## src/sv/uvc_pkg.sv

```systemverilog
// Shared types and constants for the unsigned varint codec.
// Used by the encoder, the decoder and the top level; depends on nothing.
package uvc_pkg;

	localparam int NUM_W   = 64;  // width of a number to encode
	localparam int VALUE_W = 56;  // width of the decode accumulator
	localparam int GROUP_W = 7;   // payload bits per varint byte
	localparam int BYTE_W  = 8;
	localparam int LANES   = VALUE_W / GROUP_W;
	localparam int COUNT_W = 4;   // byte counters, enough for ten bytes

	// Command carried by one input transaction
	localparam logic CMD_ENCODE = 1'b0;
	localparam logic CMD_DECODE = 1'b1;

	// Kind of one result transaction
	typedef enum logic [1:0] {
		KIND_BYTE  = 2'd0,
		KIND_VALUE = 2'd1,
		KIND_ERROR = 2'd2
	} kind_t;

	// One result transaction as it moves toward the output register
	typedef struct packed {
		kind_t               kind;
		logic [BYTE_W-1:0]   data;
		logic                last;
		logic [VALUE_W-1:0]  value;
	} result_t;

endpackage

```

## src/sv/uvc_encoder.sv

```systemverilog
// Varint encoder: shift register that emits one 7-bit group per cycle while slot_ok is high.
// Depends on uvc_pkg for the result type and field widths.
module uvc_encoder #(
	parameter int MAX_BYTES = 8
) (
	input  logic                         clk,
	input  logic                         arst_n,
	input  logic                         start,
	input  logic [uvc_pkg::NUM_W-1:0]    number,
	input  logic                         slot_ok,
	output logic                         busy,
	output logic                         res_valid,
	output uvc_pkg::result_t             res
);

	localparam int CAP_BITS = uvc_pkg::GROUP_W * MAX_BYTES;
	localparam logic [uvc_pkg::NUM_W-1:0] HIGH_MASK = (CAP_BITS >= uvc_pkg::NUM_W) ? '0 :
		~((64'd1 << CAP_BITS) - 64'd1);
	localparam logic [uvc_pkg::COUNT_W-1:0] LAST_K = uvc_pkg::COUNT_W'(MAX_BYTES - 1);

	logic [uvc_pkg::NUM_W-1:0]   rem_q;
	logic [uvc_pkg::COUNT_W-1:0] k_q;
	logic                        busy_q;

	logic [uvc_pkg::NUM_W-1:0]   src;
	logic [uvc_pkg::NUM_W-1:0]   nxt;
	logic [uvc_pkg::COUNT_W-1:0] k_cur;
	logic                        emit;
	logic                        too_wide;
	logic                        final_group;

	// Pick the fresh number on start, else the remaining groups
	always_comb begin
		src         = busy_q ? rem_q : number;
		k_cur       = busy_q ? k_q : '0;
		nxt         = src >> uvc_pkg::GROUP_W;
		emit        = (start || busy_q) && slot_ok;
		too_wide    = start && !busy_q && ((number & HIGH_MASK) != '0);
		final_group = (nxt == '0) || (k_cur == LAST_K);
	end

	// Build the result for this cycle
	always_comb begin
		res = '0;
		if (too_wide) begin
			res.kind = uvc_pkg::KIND_ERROR;
			res.last = 1'b1;
		end else begin
			res.kind = uvc_pkg::KIND_BYTE;
			res.data = {!final_group, src[uvc_pkg::GROUP_W-1:0]};
			res.last = final_group;
		end
	end

	assign res_valid = emit;
	assign busy      = busy_q;

	// Advance the shift register by one group per emitted byte
	always_ff @(posedge clk or negedge arst_n) begin
		if (!arst_n) begin
			busy_q <= 1'b0;
			k_q    <= '0;
		end else if (emit) begin
			if (too_wide || final_group) begin
				busy_q <= 1'b0;
				k_q    <= '0;
			end else begin
				busy_q <= 1'b1;
				k_q    <= k_cur + uvc_pkg::COUNT_W'(1);
			end
		end
	end

	// Hold the remaining groups; payload needs no reset
	always_ff @(posedge clk) begin
		if (emit) begin
			rem_q <= nxt;
		end
	end

endmodule

```

## src/sv/uvc_decoder.sv

```systemverilog
// Varint decoder: one byte per transaction into one 7-bit lane of the accumulator.
// Depends on uvc_pkg for the result type and field widths.
module uvc_decoder #(
	parameter int MAX_BYTES = 8
) (
	input  logic                          clk,
	input  logic                          arst_n,
	input  logic                          start,
	input  logic [uvc_pkg::BYTE_W-1:0]    byte_in,
	output logic                          res_valid,
	output uvc_pkg::result_t              res
);

	localparam logic [uvc_pkg::COUNT_W-1:0] MAX_COUNT = uvc_pkg::COUNT_W'(MAX_BYTES);

	logic [uvc_pkg::LANES-1:0][uvc_pkg::GROUP_W-1:0] acc_q;
	logic [uvc_pkg::COUNT_W-1:0]                     count_q;

	logic [uvc_pkg::LANES-1:0][uvc_pkg::GROUP_W-1:0] acc_n;
	logic [uvc_pkg::COUNT_W-1:0]                     count_inc;
	logic                                            done;
	logic                                            overrun;

	// OR the new group into the lane picked by the byte count; beyond the lanes drop it
	always_comb begin
		for (int i = 0; i < uvc_pkg::LANES; i++) begin
			acc_n[i] = acc_q[i];
			if (count_q == uvc_pkg::COUNT_W'(i)) begin
				acc_n[i] = acc_q[i] | byte_in[uvc_pkg::GROUP_W-1:0];
			end
		end
		count_inc = count_q + uvc_pkg::COUNT_W'(1);
		done      = start && !byte_in[uvc_pkg::BYTE_W-1];
		overrun   = start && byte_in[uvc_pkg::BYTE_W-1] && (count_inc >= MAX_COUNT);
	end

	// Report a finished value or a too-long error
	always_comb begin
		res      = '0;
		res.last = 1'b1;
		if (done) begin
			res.kind  = uvc_pkg::KIND_VALUE;
			res.value = acc_n;
		end else begin
			res.kind = uvc_pkg::KIND_ERROR;
		end
	end

	assign res_valid = done || overrun;

	// Gather or clear the decode state
	always_ff @(posedge clk or negedge arst_n) begin
		if (!arst_n) begin
			acc_q   <= '0;
			count_q <= '0;
		end else if (start) begin
			if (done || overrun) begin
				acc_q   <= '0;
				count_q <= '0;
			end else begin
				acc_q   <= acc_n;
				count_q <= count_inc;
			end
		end
	end

endmodule

```

## src/sv/unsigned_varint_codec.sv

```systemverilog
// Top level of the unsigned varint codec: input handshake, output register.
// Depends on uvc_pkg, uvc_encoder and uvc_decoder.
//
//   channel | direction | handshake          | payload
//   input   | in        | in_valid/in_stall  | command, number, byte_in
//   output  | out       | out_valid/out_stall| result_kind, out_byte, last, decoded
//
// Encode: 1 to MAX_BYTES output bytes from the encoder shift register, which sends
//   one 7-bit group per cycle unless out_stall holds the output; too wide: one error result.
// Decode: one byte per input transaction, a result only on the final byte or an overrun.
// Reset clears the decode accumulator, byte count and control; no clearing pass.
// in_stall is high while the encoder has bytes left or the output register is
// full and stalled; out_stall freezes the output register and the encoder.
module unsigned_varint_codec #(
	parameter int MAX_BYTES = 8
) (
	input  logic                          clk,
	input  logic                          arst_n,
	input  logic                          in_valid,
	output logic                          in_stall,
	input  logic                          command,
	input  logic [uvc_pkg::NUM_W-1:0]     number,
	input  logic [uvc_pkg::BYTE_W-1:0]    byte_in,
	output logic                          out_valid,
	input  logic                          out_stall,
	output logic [1:0]                    result_kind,
	output logic [uvc_pkg::BYTE_W-1:0]    out_byte,
	output logic                          last,
	output logic [uvc_pkg::VALUE_W-1:0]   decoded
);

	logic             out_valid_q;
	uvc_pkg::result_t out_q;

	logic             slot_ok;
	logic             in_accept;
	logic             enc_start;
	logic             dec_start;
	logic             enc_busy;
	logic             enc_res_valid;
	logic             dec_res_valid;
	uvc_pkg::result_t enc_res;
	uvc_pkg::result_t dec_res;

	// Accept a transaction when the encoder is idle and the output slot frees up
	assign slot_ok   = !out_valid_q || !out_stall;
	assign in_stall  = enc_busy || !slot_ok;
	assign in_accept = in_valid && !in_stall;
	assign enc_start = in_accept && (command == uvc_pkg::CMD_ENCODE);
	assign dec_start = in_accept && (command == uvc_pkg::CMD_DECODE);

	uvc_encoder #(
		.MAX_BYTES (MAX_BYTES)
	) u_encoder (
		.clk       (clk),
		.arst_n    (arst_n),
		.start     (enc_start),
		.number    (number),
		.slot_ok   (slot_ok),
		.busy      (enc_busy),
		.res_valid (enc_res_valid),
		.res       (enc_res)
	);

	uvc_decoder #(
		.MAX_BYTES (MAX_BYTES)
	) u_decoder (
		.clk       (clk),
		.arst_n    (arst_n),
		.start     (dec_start),
		.byte_in   (byte_in),
		.res_valid (dec_res_valid),
		.res       (dec_res)
	);

	// Output register valid: load a new result or drop the taken one
	always_ff @(posedge clk or negedge arst_n) begin
		if (!arst_n) begin
			out_valid_q <= 1'b0;
		end else if (slot_ok) begin
			out_valid_q <= enc_res_valid || dec_res_valid;
		end
	end

	// Output register payload
	always_ff @(posedge clk) begin
		if (slot_ok && (enc_res_valid || dec_res_valid)) begin
			out_q <= enc_res_valid ? enc_res : dec_res;
		end
	end

	assign out_valid   = out_valid_q;
	assign result_kind = out_q.kind;
	assign out_byte    = out_q.data;
	assign last        = out_q.last;
	assign decoded     = out_q.value;

	// Encoder and decoder never produce a result in the same cycle
	assert property (@(posedge clk) disable iff (!arst_n)
		!(enc_res_valid && dec_res_valid))
		else $error("encoder and decoder results collide");

	// A stalled result stays in the output register
	assert property (@(posedge clk) disable iff (!arst_n)
		out_valid_q && out_stall |=> out_valid_q)
		else $error("stalled result dropped");

	// A non-final encoded byte leaves the encoder busy with the rest
	assert property (@(posedge clk) disable iff (!arst_n)
		enc_res_valid && slot_ok && !enc_res.last |=> enc_busy)
		else $error("encoder stopped before its final byte");

	// Continuation bit of an encoded byte is set exactly when it is not the last
	assert property (@(posedge clk) disable iff (!arst_n)
		out_valid_q && (out_q.kind == uvc_pkg::KIND_BYTE) |-> (out_q.data[7] != out_q.last))
		else $error("continuation bit disagrees with last");

endmodule
```

## config.mk

```make
export PLATFORM = sky130hd
export DESIGN_NAME = unsigned_varint_codec
export DESIGN_NICKNAME = d
export VERILOG_FILES = /design/src/sv/uvc_pkg.sv /design/src/sv/uvc_encoder.sv /design/src/sv/uvc_decoder.sv /design/src/sv/unsigned_varint_codec.sv
export SDC_FILE = /design/constraint.sdc
export NUM_CORES = 1
export LEC_CHECK = 0
export ABC_AREA = 1
export ABC_CLOCK_PERIOD_IN_PS = 12950
export BUFFER_PORTS_ARGS = -buffer_cell sky130_fd_sc_hd__buf_2
export CORE_MARGIN = 3
export CORE_UTILIZATION = 25
export CTS_CLUSTER_DIAMETER = 40
export DETAILED_ROUTE_END_ITERATION = 10
export PLACE_DENSITY = 0.39
export SLEW_MARGIN = 10
export SYNTH_ARGS = -nofsm -noshare
export SYNTH_HDL_FRONTEND = slang
export SYNTH_SLANG_ARGS = --single-unit
export TNS_END_PERCENT = 20
```

## constraint.sdc

```tcl
create_clock -name clk -period 12.95 [get_ports clk]
set_input_delay 2.59 -clock clk [delete_from_list [all_inputs] [get_ports clk]]
set_output_delay 2.59 -clock clk [all_outputs]
set_load 0.05 [all_outputs]
```

-- After elaboration in Yosys (flattened, before gate mapping)
Cells that the tools add are included.
Widths: inputs -> output; s select.
- bits in registers: 190
- latch bits: 0
- bits in writable memories: 0
- memory bits (read-only): 0
- bits of input ports: 77
- output and inout port bits: 69
- logic and storage cells: 88
- memories kept: 0
- $add $sub $neg: 2
- multipliers: 0
- divide/modulo/power cells: 0
- magnitude comparators: 1
- equality and inequality tests: 8
- shift operators: 0
- multiplexer cells: 20
- bitwise operators: 11
- reduce and logical (&&, ||, !) cells: 29
- operators by type and width (kind ; count):
    $mux 56 ; 2
    $mux 67 ; 1
    $logic_not 64->1 ; 1
    $mux 64 ; 1
    $reduce_bool 64->1 ; 1
    $mux 7 ; 8
    $or 7x7->7 ; 8
    $eq 4x3->1 const B ; 5
    $mux 4 ; 3
    $logic_and 1x1->1 ; 10
    $add 4x1->4 const B ; 2
    $eq 4x2->1 const B ; 2
    $mux 8 ; 1
    $logic_not 1->1 ; 7
    $logic_or 1x1->1 ; 7
    $eq 4x1->1 const B ; 1
    $ge 4x4->1 const B ; 1
    $logic_not 4->1 ; 1
    $mux 2 ; 2
    $reduce_or 2->1 ; 2
    $not 1->1 ; 3
    $mux 1 ; 2

-- Logic depth before layout (Yosys ltp)
Gate-level depths: netlist of run 1.
- depth after elaboration: 12
- mapped depth: 13

-- Cells and area by module
A second synthesis of run 1 with hierarchy kept.
- cell total of the unflattened synthesis: 1229
- area, all modules: 10088.4 um^2
- by module, submodules not included (module ; instances ; cells an instance ; area each (um^2) ; seq. area each (um^2)):
    uvc_decoder ; 1 ; 513 ; 3593.4 ; 1501.4
    uvc_encoder ; 1 ; 421 ; 3550.9 ; 1836.8
    unsigned_varint_codec ; 1 ; 295 ; 2944.1 ; 2037.0

-- Worst setup path before layout of run 1
Ideal clock, no wire load.
- kind: input port to flip-flop
- from: input port out_stall
- to: register out_q, in the netlist decoded[0], enable pin
- library setup time: 0.427 ns
- arrival time: 6.519 ns
- required time: 12.523 ns
- setup slack: 6.004 ns
- stages: 5
- buffers on the path: 0
- cells stage by stage: nand2_1 -> nand4_1 -> a21boi_2 -> inv_1 -> nand2_1
- elaborated cells between the ends (all ways): 16
- classes of those cells: 16 x reduce/logical
- RTL lines (item ; RTL line ; text):
    start: declaration ; unsigned_varint_codec.sv:25 ; input logic out_stall,
    $logic_not 1->1 (*) ; unsigned_varint_codec.sv:46 ; assign slot_ok = !out_valid_q || !out_stall;
    $logic_or 1x1->1 (*) ; unsigned_varint_codec.sv:46 ;
    $logic_not 1->1 ; unsigned_varint_codec.sv:47 ; assign in_stall = enc_busy || !slot_ok;
    $logic_or 1x1->1 ; unsigned_varint_codec.sv:47 ;
    $logic_not 1->1 ; unsigned_varint_codec.sv:48 ; assign in_accept = in_valid && !in_stall;
    $logic_and 1x1->1 ; unsigned_varint_codec.sv:48 ;
    $logic_and 1x1->1 ; unsigned_varint_codec.sv:49 ; assign enc_start = in_accept && (command == uvc_pkg::CMD_ENCODE);
    $logic_or 1x1->1 ; uvc_encoder.sv:37 ; emit = (start || busy_q) && slot_ok;
    $logic_and 1x1->1 (*) ; uvc_encoder.sv:37 ;
    net enc_res_valid ; unsigned_varint_codec.sv:40 ; logic enc_res_valid;
    $logic_or 1x1->1 (*) ; unsigned_varint_codec.sv:87 ; if (slot_ok && (enc_res_valid || dec_res_valid)) begin
    $logic_and 1x1->1 (*) ; unsigned_varint_codec.sv:87 ;
    end signal: assignment ; unsigned_varint_codec.sv:88 ; out_q <= enc_res_valid ? enc_res : dec_res;
    end: declaration ; unsigned_varint_codec.sv:33 ; uvc_pkg::result_t out_q;
Mark *: on every way through the listed nets, which the timed path passes. The rest lies on a longest branch.
A chain may end at the register's enable or synchronous reset.

-- Worst setup path in the final report of run 1
- from: input port out_stall
- to: output port in_stall
- word-level cells in the longest chain between the ends: 4
- RTL lines (item ; RTL line ; text):
    $logic_not 1->1 ; unsigned_varint_codec.sv:46 ;
    $logic_or 1x1->1 ; unsigned_varint_codec.sv:46 ;
    $logic_not 1->1 ; unsigned_varint_codec.sv:47 ;
    $logic_or 1x1->1 ; unsigned_varint_codec.sv:47 ;
    end: declaration ; unsigned_varint_codec.sv:20 ; output logic in_stall,
Every way passes these cells.

==> flow_summary.yaml, run 1 <==
timing:
  period_minus_slack_ps: 5783
  min_period_over_period: 0.4465
  tightest_slew_ps: 971.1
  rsz0062_at_grt: "no"
  hold_viol_final: 0
  clock_skew_ps: 16.16
  setup_viol: 0
  finalWorstSetupSlack_ps: 7167
  fmax_mhz: 172.9
  tns_ps: 0
  slew_headroom: 0.3526
  slew_violations: 0
layout:
  post-route-util: 0.3084
  layout-drive-gt1-share: 0.1874
  area_growth_pct: 21.11
  nFillCells: 3558
  diodes: 0
  nets: 1104
placed_design:
  portBuffers: 145
  dp_hpwl_um: 13770
  place_congestion: 0.7245
  place_ws_ps: 7152
drt:
  vias: 6026
  routed_via_density: 4.080
  dr.first_iter.drc_count: 427
  dr_wl_met2_um: 10750
  drt-met1-wl_um: 9977
  dr.max_layer_used: "met4"
  dr_wl_met3_um: 880
  first_pass_iters: 6
  wl_per_cell_um: 14.88
  final_antenna_net_count: 0
  routed_wl_um: 21980
  drc_errors: 0
worst_setup_path:
  crit_buf_inv: 2
  cp_slowest_cell: "buf_2"
  worstPathRequired_ps: 10360
  cp.arrival_ps: 3190
  crit_fanout: 6
  crit_family: "buffers and inverters"
  worstSetupPathType: "in -> out"
  rr_worst_depth: 8
  slowest_delay_ps: 280
  critPathCaptureType: "output pin"
  cp_num_cells: 4
  crit_chain: "buf_2 -> nand2_1 -> nand2_1 -> buf_2"
  crit_path_start_kind: "primary input"
clock_network:
  post_cts_buffers: 0
  cts_num_sinks: 190
  tritoncts: "done"
  cts_root_buf: "clkbuf_16"
  clkLatencyLatePin_ps: 440
  ctsHoldBuffers: 0
  post_cts_resized: 0
  clk_pin_slew_ps: 70
  cts_made_buffers: 17
  cts_buffer_depth: 2
  htreeDepth: 4
die:
  core_area_um2: 32700
  chipHeight_um: 188.5
  die_w_um: 188.5
  ios: 146
  start_util: 0.2546
  die_area_um2: 35530
  fp-row-count: 66
worst_hold_path:
  hold_path_class: "reg -> reg"
  holdPathStages: 2
logic_synthesis:
  yosysSeqAreaShare: 0.6455
  synth-edff-count: 124
  synth_area_um2: 8327
  netlist.area_leader.share: 0.4472
  ys_ff_latch: 190
  synth.most_common_cell: "nand2_1"
  synth_ff_type: "edfxtp_1"
  synthCells: 890
  synth_common_cells: "nand2_1, inv_1, edfxtp_1, a21oi_1, dfrtp_1"
  syn-num-nets: 972
  synth.distinct_cells: 28
  synth_area_leaders: "edfxtp_1, dfrtp_1, nand2_1"
  async_flop_share: 0.3474
  ys_warn_count: 0
  yosys.area.top_type: "edfxtp_1"
  avgSynthCellArea_um2: 9.356
run:
  drv_cap: 0
grt:
  grt_usage: 0.1258
  overflow: 0
  grt_pass1_vias: 6020
  grt_pass1_wl_um: 34320
  grt_max_degree: 77
  antenna_found_initial: 0
power_and_ir_drop:
  power_density_nw_per_um2: 247.3
  leakage_nw: 4.732
  vdd_drop_max_mv: 0.1031
run_status:
  outcome: "complete, no violations"
## sequential cells by signal, indices dropped and copies added (netlist names)
| register | count |
|---|---|
| decoded | 56 |
| last | 1 |
| out_byte | 8 |
| out_valid | 1 |
| result_kind | 2 |
| u_decoder.acc_q | 56 |
| u_decoder.count_q | 4 |
| u_encoder.busy | 1 |
| u_encoder.k_q | 4 |
| u_encoder.rem_q | 57 |
## worst paths after layout
path	startpoint	to	slack, ps
setup / recovery	out_stall	in_stall	7170
hold / removal	u_decoder.acc_q[18]	u_decoder.acc_q[18]	480
setup reg to reg	u_encoder.busy	last	9120
hold reg to reg	u_decoder.acc_q[18]	u_decoder.acc_q[18]	480
max in group asynchronous	arst_n	u_encoder.busy	9920
min in group asynchronous	arst_n	u_decoder.acc_q[39]	2340
## report_power, final
group	leakage [nW]	internal [W]	switching (W)
clock network	0.292	0.000284	0.000255
logic	2.35	0.000197	0.000729
registers	2.09	0.000955	0.0000733
total	4.73	0.00144	0.00106
## placed cells by master, fill, tap and decap left out, types with 2 or more instances in the layout
master,n
nand2_1,284
inv_1,146
buf_2,145
edfxtp_1,124
a21oi_1,73
dfrtp_1,65
nor2_1,59
o21ai_0,58
clkbuf_16,17
nand3_1,9
nor3_1,9
buf_4,7
ha_1,5
clkinv_4,4
inv_6,4
o21ai_1,2
nand2_2,2
nor2_2,2
a31oi_1,2
clkbuf_8,2
inv_8,2
## worst min-delay path: cells and delay by family, from the launching register on
family                 cells  cell delay, ps
flip-flops                 1             340
AO/OA/AOI/OAI              1              60
buffers and inverters      1              50
## through the flow
| stage | cells | total power [W] | cell area (um2) | hold slack, ps |
|---|---|---|---|---|
| finish | 1477 | 0.002494 | 10080 | 476.5 |
| global route | 1477 | 0.002674 | 10080 | 496.7 |
| CTS | 1477 | 0.002541 | 10080 | 480.8 |
| detailed placement | 1445 | 0.001994 | 9485 | 465.3 |
| global placement | 1445 | 0.001992 | 9485 | 459.4 |
| floorplan | 890 | 0.001738 | 8327 | 448.2 |
## cells by family after synthesis
logic type | after synthesis | synth area share
AOI/OAI and AO/OA | 140 | 0.08655
buffers and inverters | 186 | 0.08926
adders and majority gates | 5 | 0.007513
and+or+nand+nor | 368 | 0.1701
xor gates and xnor gates | 1 | 0.001052
DFF | 190 | 0.6455
## cell type report
type | count | area, um2 | share of cell area
multi-input combinational | 514 | 2226 | 0.2207
sequential | 190 | 5376 | 0.5331
clock buffer | 19 | 452.9 | 0.04491
timing repair buffer | 152 | 778.2 | 0.07717
inverter | 147 | 551.8 | 0.05471
tap | 442 | 553.0 | 0.05484
clock inverter | 13 | 146.4 | 0.01452
## metal layers
metal,global-route usage,vias to the layer above
li1,-,3070
met1,0.1628,2825
met2,0.2091,111
met3,0.02791,20
met4,0.04239,0
met5,0,-
Note: power is estimated with default switching activity, not from simulation.
==> run 2: changes to the inputs <==
--- a/config.mk
+++ b/config.mk
@@ -6,7 +6,7 @@
 export NUM_CORES = 1
 export LEC_CHECK = 0
 export ABC_AREA = 1
-export ABC_CLOCK_PERIOD_IN_PS = 12950
+export ABC_CLOCK_PERIOD_IN_PS = 5400
 export BUFFER_PORTS_ARGS = -buffer_cell sky130_fd_sc_hd__buf_2
 export CORE_MARGIN = 3
 export CORE_UTILIZATION = 25
==> constraint.sdc (replaced) <==
create_clock -name clk -period 5.4 [get_ports clk]
set_input_delay 1.08 -clock clk [delete_from_list [all_inputs] [get_ports clk]]
set_output_delay 1.08 -clock clk [all_outputs]
set_load 0.05 [all_outputs]
==> run 2 against run 1 <==
  * Combinational power rose by 140%
  * Critical path depth is 3 higher
  * First-iteration DRC count decreased by 19%
  * Sequential share of layout area about the same
  * Global-route usage hardly changed
  * Flip-flop and latch count did not move
  * Largest cell class unchanged
==> flow_summary.yaml, run 2 (synthesized netlist as in run 1, its figures left out) <==
die:
  die_w_um: 188.5
  die_area_um2: 35530
  ios: 146
  fp-row-count: 66
  core_area_um2: 32700
  start_util: 0.2546
  chipHeight_um: 188.5
layout:
  layout_common_cells: "nand2_1, inv_1, buf_2"
  largest_reg_flops: 57
  area_growth_pct: 21.13
  layout-drive-gt1-share: 0.1847
  nets: 1103
  post-route-util: 0.3084
  final_common_cell: "nand2_1"
  postLayoutCellArea_um2: 10090
  diodes: 0
  regMostFlops: "u_encoder.rem_q"
worst_setup_path:
  critPathCaptureType: "flip-flop"
  crit_path_start_kind: "flip-flop"
  worstPathRequired_ps: 5590
  crit_family: "buffers and inverters"
  crit_fanout: 59
  worstSetupPathType: "reg -> reg"
  cp_slowest_cell: "inv_2"
  cp.arrival_ps: 3480
  crit_chain: "inv_2 -> nand4_1 -> a21boi_4 -> buf_4 -> nand2_1 -> nor2_2 -> nand2_2"
  slowest_delay_ps: 640
  crit_buf_inv: 2
timing:
  period_minus_slack_ps: 3288
  tightest_slew_ps: 979.6
  setup_viol: 0
  fmax_mhz: 304.1
  min_period_over_period: 0.6089
  tns_ps: 0
  slew_violations: 0
  slew_headroom: 0.3469
  rsz0062_at_grt: "no"
  finalWorstSetupSlack_ps: 2112
  clock_skew_ps: 18.59
  hold_viol_final: 0
  whs_ps: 479.5
power_and_ir_drop:
  power_density_nw_per_um2: 595.4
  vdd_drop_max_mv: 0.2336
  leakage_nw: 4.722
drt:
  routed_via_density: 4.093
  drc_errors: 0
  wl_per_cell_um: 14.80
  dr.first_iter.drc_count: 345
  routed_wl_um: 21850
  final_antenna_net_count: 0
  first_pass_iters: 4
  vias: 6041
grt:
  grt_usage: 0.1254
  grt_max_degree: 76
  grt_pass1_wl_um: 33990
  antenna_found_initial: 0
  overflow: 0
  grt_pass1_vias: 5936
clock_network:
  ctsHoldBuffers: 0
  htreeDepth: 4
  clk_pin_slew_ps: 70
  post_cts_resized: 0
  cts_buffer_depth: 2
  cts_made_buffers: 17
  tritoncts: "done"
  cts_root_buf: "clkbuf_16"
  cts_num_sinks: 190
  post_cts_buffers: 0
  clkLatencyLatePin_ps: 450
placed_design:
  dp_hpwl_um: 13920
  place_congestion: 0.7166
  placed_area_um2: 9478
  portBuffers: 145
  place_ws_ps: 1839
run:
  drv_cap: 0
run_status:
  outcome: "complete, no violations"
worst_hold_path:
  hold_path_class: "reg -> reg"
run 2: cell count changes in the layout (fill, tap and decap cells not counted), sizes merged:
cell | before | now
inv | 153 | 150
buf | 152 | 151
clkinvlp | 1 | 3
clkbuf | 19 | 20
clkinv | 5 | 4
bufinv | 1 | 2
run 2: area by class of cell:
type                       instances  area, um2
fill                            3537      22620
tap                              442      553.0
clock buffer                      20      457.9
inverter                         147      551.8
multi-input combinational        514       2226
timing repair buffer             151      770.7
sequential                       190       5376
clock inverter                    12      150.1
run 2: final timing paths:
kind                            slack, ps                   to  depth (start not counted)           startpoint
worst max-delay path                 2110                 last                          7       u_encoder.busy
max in group asynchronous            3640       u_encoder.busy                          2               arst_n
min in group asynchronous             660  u_decoder.acc_q[39]                          1               arst_n
worst min register to register        480  u_decoder.acc_q[18]                          2  u_decoder.acc_q[18]
worst max register to register       2110                 last                          7       u_encoder.busy
worst min-delay path                  480  u_decoder.acc_q[18]                          2  u_decoder.acc_q[18]
run 2: metrics by stage:
stage          instances  total power (W)
2_1_floorplan        890         0.004167
3_3_place_gp        1444         0.004763
3_5_place_dp        1444         0.004763
4_1_cts             1476         0.006121
5_1_grt             1476         0.006435
6_report            1476         0.006006
run 2: per-layer routing:
layer  wire (um)  track usage  vias to the layer above  part of all wire
met2       10660       0.2097                      102              0.49
met5           0            0                        -                 0
met4         335      0.04325                        0             0.015
met3         776      0.02679                       17             0.036
li1            -            -                     3085                 -
met1       10080       0.1613                     2837              0.46
run 2: power by group:
group          switching (W)  internal [W]  leakage (nW)
Sequential          0.000174       0.00229          2.09
Combinational        0.00174      0.000467          2.35
Clock               0.000608      0.000722         0.287
run 2: tightest hold or removal path, delay by kind of cell, from the launching register on:
kind,cells,cell delay [ps]
AO/OA/AOI/OAI,1,60
buffers and inverters,1,50
flip-flops,1,340
